==> src/hdl/u2da_pkg.sv <==
// Types, constants and conversion functions of the decimal ASCII converter.
package u2da_pkg;

	localparam int VALUE_W = 16;
	localparam int DIGITS = 5;
	localparam int NIBBLE_W = 4;
	localparam int BCD_W = DIGITS * NIBBLE_W;
	localparam int CHAR_W = 6;
	localparam int DIGIT_IDX_W = 3;
	localparam int DD_STAGES = 4;
	localparam int DD_STEPS_PER_STAGE = VALUE_W / DD_STAGES;

	localparam logic [CHAR_W-1:0] ASCII_ZERO = CHAR_W'(48);
	localparam logic [NIBBLE_W-1:0] DD_LIMIT = NIBBLE_W'(5);
	localparam logic [NIBBLE_W-1:0] DD_ADJUST = NIBBLE_W'(3);

	typedef logic [DIGITS-1:0][NIBBLE_W-1:0] bcd_t;
	typedef logic [DIGIT_IDX_W-1:0] digit_idx_t;

	typedef struct packed {
		bcd_t bcd;
		logic [VALUE_W-1:0] bin;
	} dd_t;

	// Several shift-and-add-3 steps of the double dabble conversion.
	function automatic dd_t dabble_steps(dd_t s);
		dd_t r;
		r = s;
		for (int step = 0; step < DD_STEPS_PER_STAGE; step++) begin
			for (int d = 0; d < DIGITS; d++) begin
				if (r.bcd[d] >= DD_LIMIT) begin
					r.bcd[d] = r.bcd[d] + DD_ADJUST;
				end
			end
			r = {r[$bits(dd_t)-2:0], 1'b0};
		end
		return r;
	endfunction

	// Position of the most significant nonzero digit; zero for the value zero.
	function automatic digit_idx_t top_digit_index(bcd_t b);
		digit_idx_t idx;
		idx = '0;
		for (int i = 1; i < DIGITS; i++) begin
			if (b[i] != '0) begin
				idx = DIGIT_IDX_W'(i);
			end
		end
		return idx;
	endfunction

endpackage

==> src/hdl/u2da_channels.sv <==
// Channel interfaces for numbers in and characters out.
interface u2da_num_if;
	import u2da_pkg::*;
	logic valid;
	logic ready;
	logic [VALUE_W-1:0] value;
	modport source(output valid, output value, input ready);
	modport sink(input valid, input value, output ready);
endinterface

interface u2da_char_if;
	import u2da_pkg::*;
	logic valid;
	logic ready;
	logic [CHAR_W-1:0] digit_char;
	logic last_digit;
	modport source(output valid, output digit_char, output last_digit, input ready);
	modport sink(input valid, input digit_char, input last_digit, output ready);
endinterface

==> src/hdl/u2da_dabble_pipe.sv <==
// Four-stage double dabble pipeline from binary to packed BCD.
module u2da_dabble_pipe (
	input  logic clk,
	input  logic arst_n,
	input  logic in_valid,
	output logic in_ready,
	input  logic [u2da_pkg::VALUE_W-1:0] in_value,
	output logic out_valid,
	input  logic out_ready,
	output u2da_pkg::bcd_t out_bcd
);
	import u2da_pkg::*;

	logic valid_s1, valid_s2, valid_s3, valid_s4;
	dd_t dd_s1, dd_s2, dd_s3, dd_s4;
	logic adv_s1, adv_s2, adv_s3, adv_s4;

	// A stage takes new data when it is empty or its contents move on.
	assign adv_s4 = !valid_s4 || out_ready;
	assign adv_s3 = !valid_s3 || adv_s4;
	assign adv_s2 = !valid_s2 || adv_s3;
	assign adv_s1 = !valid_s1 || adv_s2;
	assign in_ready = adv_s1;

	always_ff @(posedge clk or negedge arst_n) begin
		if (!arst_n) begin
			valid_s1 <= 1'b0;
			valid_s2 <= 1'b0;
			valid_s3 <= 1'b0;
			valid_s4 <= 1'b0;
		end else begin
			if (adv_s1) valid_s1 <= in_valid;
			if (adv_s2) valid_s2 <= valid_s1;
			if (adv_s3) valid_s3 <= valid_s2;
			if (adv_s4) valid_s4 <= valid_s3;
		end
	end

	always_ff @(posedge clk) begin
		if (adv_s1) dd_s1 <= dabble_steps('{bcd: '0, bin: in_value});
		if (adv_s2) dd_s2 <= dabble_steps(dd_s1);
		if (adv_s3) dd_s3 <= dabble_steps(dd_s2);
		if (adv_s4) dd_s4 <= dabble_steps(dd_s3);
	end

	assign out_valid = valid_s4;
	assign out_bcd = dd_s4.bcd;

endmodule

==> src/hdl/u2da_emitter.sv <==
// Serializes one BCD number into ASCII digits, most significant first.
module u2da_emitter (
	input  logic clk,
	input  logic arst_n,
	input  logic in_valid,
	output logic in_ready,
	input  u2da_pkg::bcd_t in_bcd,
	output logic out_valid,
	input  logic out_ready,
	output logic [u2da_pkg::CHAR_W-1:0] digit_char,
	output logic last_digit
);
	import u2da_pkg::*;

	logic busy_q;
	bcd_t digits_q;
	digit_idx_t idx_q;
	logic at_last;
	logic load;

	assign at_last = (idx_q == '0);
	assign in_ready = !busy_q || (out_ready && at_last);
	assign load = in_valid && in_ready;

	always_ff @(posedge clk or negedge arst_n) begin
		if (!arst_n) begin
			busy_q <= 1'b0;
		end else if (load) begin
			busy_q <= 1'b1;
		end else if (busy_q && out_ready && at_last) begin
			busy_q <= 1'b0;
		end
	end

	always_ff @(posedge clk) begin
		if (load) begin
			digits_q <= in_bcd;
			idx_q <= top_digit_index(in_bcd);
		end else if (busy_q && out_ready && !at_last) begin
			idx_q <= idx_q - 1'b1;
		end
	end

	assign out_valid = busy_q;
	assign digit_char = ASCII_ZERO + {{(CHAR_W-NIBBLE_W){1'b0}}, digits_q[idx_q]};
	assign last_digit = at_last;

endmodule

==> src/hdl/unsigned_to_decimal_ascii.sv <==
// Top level of the unsigned 16-bit to decimal ASCII converter.
// Each number transfer on the number channel yields its decimal text on the
// character channel: one transfer per digit, most significant digit first,
// no leading zeros, and zero gives the single character '0'. The transfer
// of the least significant digit carries last_digit high. A number passes a
// four-stage double dabble pipeline (four shift-and-add-3 steps per stage)
// and then reaches the digit emitter, which registers it before offering
// its first character. The emitter sends one character per cycle while the
// character channel is ready, one transfer per digit, one to five digits,
// and accepts the next number as the last digit of the current one
// transfers. The pipeline keeps accepting numbers while the emitter works
// and holds up to four of them; back pressure reaches the number channel
// only when all stages are full. No state is kept from one number to the
// next.
module unsigned_to_decimal_ascii (
	input logic clk,
	input logic arst_n,
	u2da_num_if.sink number,
	u2da_char_if.source text
);
	import u2da_pkg::*;

	logic bcd_valid;
	logic bcd_ready;
	bcd_t bcd;

	// Binary to BCD conversion.
	u2da_dabble_pipe u_pipe (
		.clk(clk),
		.arst_n(arst_n),
		.in_valid(number.valid),
		.in_ready(number.ready),
		.in_value(number.value),
		.out_valid(bcd_valid),
		.out_ready(bcd_ready),
		.out_bcd(bcd)
	);

	// Leading zero suppression and one character per transfer.
	u2da_emitter u_emit (
		.clk(clk),
		.arst_n(arst_n),
		.in_valid(bcd_valid),
		.in_ready(bcd_ready),
		.in_bcd(bcd),
		.out_valid(text.valid),
		.out_ready(text.ready),
		.digit_char(text.digit_char),
		.last_digit(text.last_digit)
	);

endmodule

==> src/flat_wrapper.sv <==
// flat-port wrapper written by rule: the top's interface ports become plain ports
module unsigned_to_decimal_ascii_flat import u2da_pkg::*;
  (clk, arst_n, number_valid, number_value, number_ready, text_valid, text_digit_char, text_last_digit, text_ready);
  u2da_num_if number_i ();
  u2da_char_if text_i ();
  input logic clk;
  input logic arst_n;
  input wire logic [$bits(number_i.valid)-1:0] number_valid;
  input wire logic [$bits(number_i.value)-1:0] number_value;
  output wire logic [$bits(number_i.ready)-1:0] number_ready;
  output wire logic [$bits(text_i.valid)-1:0] text_valid;
  output wire logic [$bits(text_i.digit_char)-1:0] text_digit_char;
  output wire logic [$bits(text_i.last_digit)-1:0] text_last_digit;
  input wire logic [$bits(text_i.ready)-1:0] text_ready;
  assign number_i.valid = number_valid;
  assign number_i.value = number_value;
  assign number_ready = number_i.ready;
  assign text_valid = text_i.valid;
  assign text_digit_char = text_i.digit_char;
  assign text_last_digit = text_i.last_digit;
  assign text_i.ready = text_ready;
  unsigned_to_decimal_ascii u_core (.clk(clk), .arst_n(arst_n), .number(number_i), .text(text_i));
endmodule
==> config.mk <==
export PLATFORM = sky130hd
export DESIGN_NAME = unsigned_to_decimal_ascii_flat
export DESIGN_NICKNAME = d
export VERILOG_FILES = /design/src/hdl/u2da_pkg.sv /design/src/hdl/u2da_channels.sv /design/src/hdl/u2da_dabble_pipe.sv /design/src/hdl/u2da_emitter.sv /design/src/hdl/unsigned_to_decimal_ascii.sv /design/src/flat_wrapper.sv
export SDC_FILE = /design/constraint.sdc
export NUM_CORES = 1
export LEC_CHECK = 0
export CAP_MARGIN = 0
export CORE_UTILIZATION = 50
export DETAILED_ROUTE_END_ITERATION = 10
export DONT_BUFFER_PORTS = 1
export SETUP_SLACK_MARGIN = 0.1
export SYNTH_ARGS = -nofsm -noshare
export SYNTH_HDL_FRONTEND = slang
export SYNTH_SLANG_ARGS = --single-unit
export TNS_END_PERCENT = 5
==> constraint.sdc <==
create_clock -name clk -period 9.52 [get_ports clk]
set_input_delay 1.428 -clock clk [delete_from_list [all_inputs] [get_ports clk]]
set_output_delay 1.428 -clock clk [all_outputs]
set_load 0.1 [all_outputs]
==> out/metrics.json <==
{
  "timing.setup.critical_path_class": {"value": "reg -> out"},
  "clkSlewWorstSetupHoldPaths": {"value": 0.07, "unit": "ns"},
  "holdPathEnd": {"value": "u_core.u_emit.digits_q[0]$_DFFE_PP_"},
  "final_antenna_net_count": {"value": 0},
  "aggregate_global_route_resource_usage": {"value": 19.5, "unit": "%"},
  "critical-path-top-cell-by-count": {"value": "nand2_1"},
  "worstSetupEndpointType": {"value": "output pin"},
  "maximum_number_of_pins_on_one_net_before_global_route_repair": {"value": 26},
  "fin_worst_skew": {"value": 0.00714, "unit": "ns"},
  "starting_density_of_the_core": {"value": 51.4, "unit": "%"},
  "leakage_power": {"value": 2.89, "unit": "nW"},
  "min-delay-path-class": {"value": "reg -> reg"},
  "crit_family": {"value": "simple AND/OR/NAND/NOR gates"},
  "nNetsFinal": {"value": 826},
  "route.detailed.vias_per_inst": {"value": 6.02},
  "cts_htree_levels": {"value": 3},
  "crit_arrival": {"value": 3.17, "unit": "ns"},
  "cts_tree": {"value": "done"},
  "clock_tree.buffer_depth": {"value": 2},
  "synthDistinctLibCells": {"value": 85},
  "reg2reg_start": {"value": "u_core.u_pipe.dd_s2[16]$_DFFE_PP_"},
  "finalCritPeriodShare": {"value": 48.3, "unit": "%"},
  "outcome": {"value": "finished, final reports clean"},
  "floorplan.die.width": {"value": 124, "unit": "um"},
  "timing.reg2reg.worst_path_depth": {"value": 14},
  "fmaxAchievable": {"value": 218, "unit": "MHz"},
  "hp-start": {"value": "u_core.u_pipe.out_bcd[0]$_DFFE_PP_"},
  "critPathLaunchType": {"value": "register"},
  "post_synth_instance_area": {"value": 7460, "unit": "sq um"},
  "timing.slew.headroom": {"value": 17.5, "unit": "%"},
  "synth_area_leader_cell": {"value": "edfxtp_1"},
  "grt_remaining_overflow": {"value": 0},
  "synthesis.yosys.warnings": {"value": 0},
  "power_per_cell_area": {"value": 198, "unit": "nW/um^2"},
  "fin_cells": {"value": 961},
  "finalSetupViolations": {"value": 0},
  "io_pins": {"value": 29},
  "synth_largest_type_area_fraction": {"value": 39.0, "unit": "%"},
  "dr_total_vias": {"value": 5789},
  "postCtsResizedCells": {"value": 0},
  "numPortBuffers": {"value": 0},
  "worst_path_maximum_fanout": {"value": 19},
  "dieArea": {"value": 15400, "unit": "sq um"},
  "yosysMostFrequentCell": {"value": "edfxtp_1"},
  "clock_insertion_delay_worst_skew": {"value": 0.35, "unit": "ns"},
  "slowest_delay": {"value": 0.89, "unit": "ns"},
  "detail_route.drc_violations": {"value": 0},
  "clkSinkCount": {"value": 102},
  "placeableCoreArea": {"value": 14500, "unit": "sq um"},
  "ir_drop": {"value": 0.117, "unit": "mV"},
  "placed_cell_area": {"value": 7590, "unit": "sq um"},
  "clk_root_buffer_cell": {"value": "clkbuf_16"},
  "timing.final.max_slew_violations": {"value": 0},
  "post_drt_wl_per_cell": {"value": 14.8, "unit": "um"},
  "worst_path_max_delay_cell": {"value": "nor2b_2"},
  "timing.hold.worst_path_depth": {"value": 0},
  "maxCapViolCount": {"value": 0},
  "worstMarginPinSlew": {"value": 1.24, "unit": "ns"},
  "totalNegativeSetupSlack": {"value": 0, "unit": "ns"},
  "globalplace.congestion": {"value": 0.923},
  "fill_cells": {"value": 1288},
  "synth_ff_type": {"value": "edfxtp_1"},
  "dieHeight": {"value": 124, "unit": "um"},
  "hold_violations": {"value": 0},
  "syn_to_final_growth": {"value": 5.67, "unit": "%"},
  "r2r-end": {"value": "u_core.u_pipe.dd_s3[24]$_DFFE_PP_"},
  "reg2reg_setup_slack": {"value": 5.04, "unit": "ns"},
  "final_period_minus_worst_setup_slack": {"value": 4.60, "unit": "ns"},
  "synth_sequential_area_ratio": {"value": 40.7, "unit": "%"},
  "first_drt_pass_iteration_count": {"value": 6},
  "antenna_found_initial": {"value": 0},
  "async_flop_share": {"value": 4.90, "unit": "%"},
  "ys_top_cells_by_area": {"value": "edfxtp_1, ha_1, o21ai_0, a21oi_1, nand2_1"},
  "grt_pass1_wl": {"value": 23900, "unit": "um"},
  "cts_made_buffers": {"value": 9},
  "ys_seq_elements": {"value": 102},
  "finalInstanceArea": {"value": 7890, "unit": "sq um"},
  "syn_inst": {"value": 790},
  "placed_cells_incl_taps": {"value": 945},
  "dpl.hpwl": {"value": 10400, "unit": "um"},
  "fin_worst_hold_slack": {"value": 0.419, "unit": "ns"},
  "antenna-diode-count": {"value": 0},
  "post-layout-total-power": {"value": 1.56, "unit": "mW"},
  "post-cts-setup-buffers": {"value": 0},
  "first_global_vias": {"value": 5340},
  "cell_chain_of_the_critical_path": {"value": "inv_1 > ha_1 > nor2b_2 > nand2_1 > nand2_1 > nor2_1 > nand4_1 > buf_4"},
  "number_of_flops_mapped_to_enable_cells_by_yosys": {"value": 97},
  "setup_repair_after_global_routing_missed_its_margin": {"value": "false"},
  "detailedRoute.firstIterationViolations": {"value": 484},
  "num_rows": {"value": 44},
  "timing.critical_path.required": {"value": 8.09, "unit": "ns"},
  "postSynthAreaPerCell": {"value": 9.45, "unit": "sq um"},
  "cts_hold_buf": {"value": 0},
  "worst-path-buf-inv": {"value": 2},
  "commonest_cells_post_synth": {"value": "edfxtp_1, nand2_1, o21ai_0"},
  "totalWireLength": {"value": 14200, "unit": "um"},
  "drive_gt1_share": {"value": 9.91, "unit": "%"}
}
==> where the power goes <==
| group | internal (mW) | switching (mW) | leakage, nW |
|---|---|---|---|
| Clock | 0.206 | 0.166 | 0.148 |
| Sequential | 0.553 | 0.0275 | 0.933 |
| Combinational | 0.235 | 0.375 | 1.81 |
==> cell families after synthesis <==
| group | synth area share (%) |
|---|---|
| AOI/OAI and AO/OA | 24.5 |
| xor gates and xnor gates | 4.71 |
| adders and majority gates | 5.70 |
| buffers and inverters | 4.24 |
| DFF | 40.7 |
| muxes | 4.86 |
| other | 0.0502 |
| and+or+nand+nor | 15.2 |
==> final cells by class <==
class	instances	area [sq um]	share of cell area, %
clock buffers	10	229	2.90
clock inverters	6	66.3	0.841
inverters	48	181	2.30
multi-input cells	610	4130	52.4
flip-flops and latches	102	3040	38.5
well taps	184	230	2.92
repair buffers	1	7.51	0.0952
==> state kept, by name, summed over array words and instances, names as in the netlist <==
register and flops:
u_core.u_emit.digits_q 20, u_core.u_emit.idx_q 3, u_core.u_emit.out_valid 1, u_core.u_pipe.dd_s1 17, u_core.u_pipe.dd_s2 18, u_core.u_pipe.dd_s3 19, u_core.u_pipe.out_bcd 20, u_core.u_pipe.out_valid 1
u_core.u_pipe.valid_s1 1, u_core.u_pipe.valid_s2 1, u_core.u_pipe.valid_s3 1
==> per-layer routing <==
metal / vias up / wire [um] / track usage [%]
met2: 124 / 7260 / 35.0
met1: 2721 / 6200 / 23.2
met3: 18 / 409 / 2.79
met4: 0 / 312 / 7.66
met5: - / 0 / 0
li1: 2926 / - / -
==> worst max-delay path by stage <==
stage,cells past startpoint,start,to,slack [ns]
floorplan,8,u_core.u_emit.idx_q[0]$_DFFE_PP_,number_ready,4.39
finish,8,u_core.u_emit.idx_q[0]$_DFFE_PP_,number_ready,4.92
CTS,8,u_core.u_emit.idx_q[0]$_DFFE_PP_,number_ready,4.90
detailed placement,14,u_core.u_pipe.dd_s2[16]$_DFFE_PP_,u_core.u_pipe.dd_s3[24]$_DFFE_PP_,5.11
global route,14,u_core.u_pipe.dd_s2[16]$_DFFE_PP_,u_core.u_pipe.dd_s3[24]$_DFFE_PP_,4.68
global placement,14,u_core.u_pipe.dd_s2[16]$_DFFE_PP_,u_core.u_pipe.dd_s3[24]$_DFFE_PP_,5.27
==> cell usage in the layout, fill, tap and decap left out, drive strengths merged, types with 14 or more instances in the layout <==
cell type   n
edfxtp     97
o21ai      84
nand2      75
a21oi      67
nor2       62
inv        50
ha         34
xnor2      28
nor3       23
nand3      21
mux2i      16
a31oi      16
o22ai      15
nand2b     14
==> stage by stage <==
step           worst slack, ns  util [%]
2_1_floorplan             4.39         -
3_3_place_gp              5.27      52.2
3_5_place_dp              5.11      52.2
4_1_cts                   4.90      54.3
5_1_grt                   4.68      54.3
6_report                  4.92      54.3
Power figures use the tool's default switching activity.
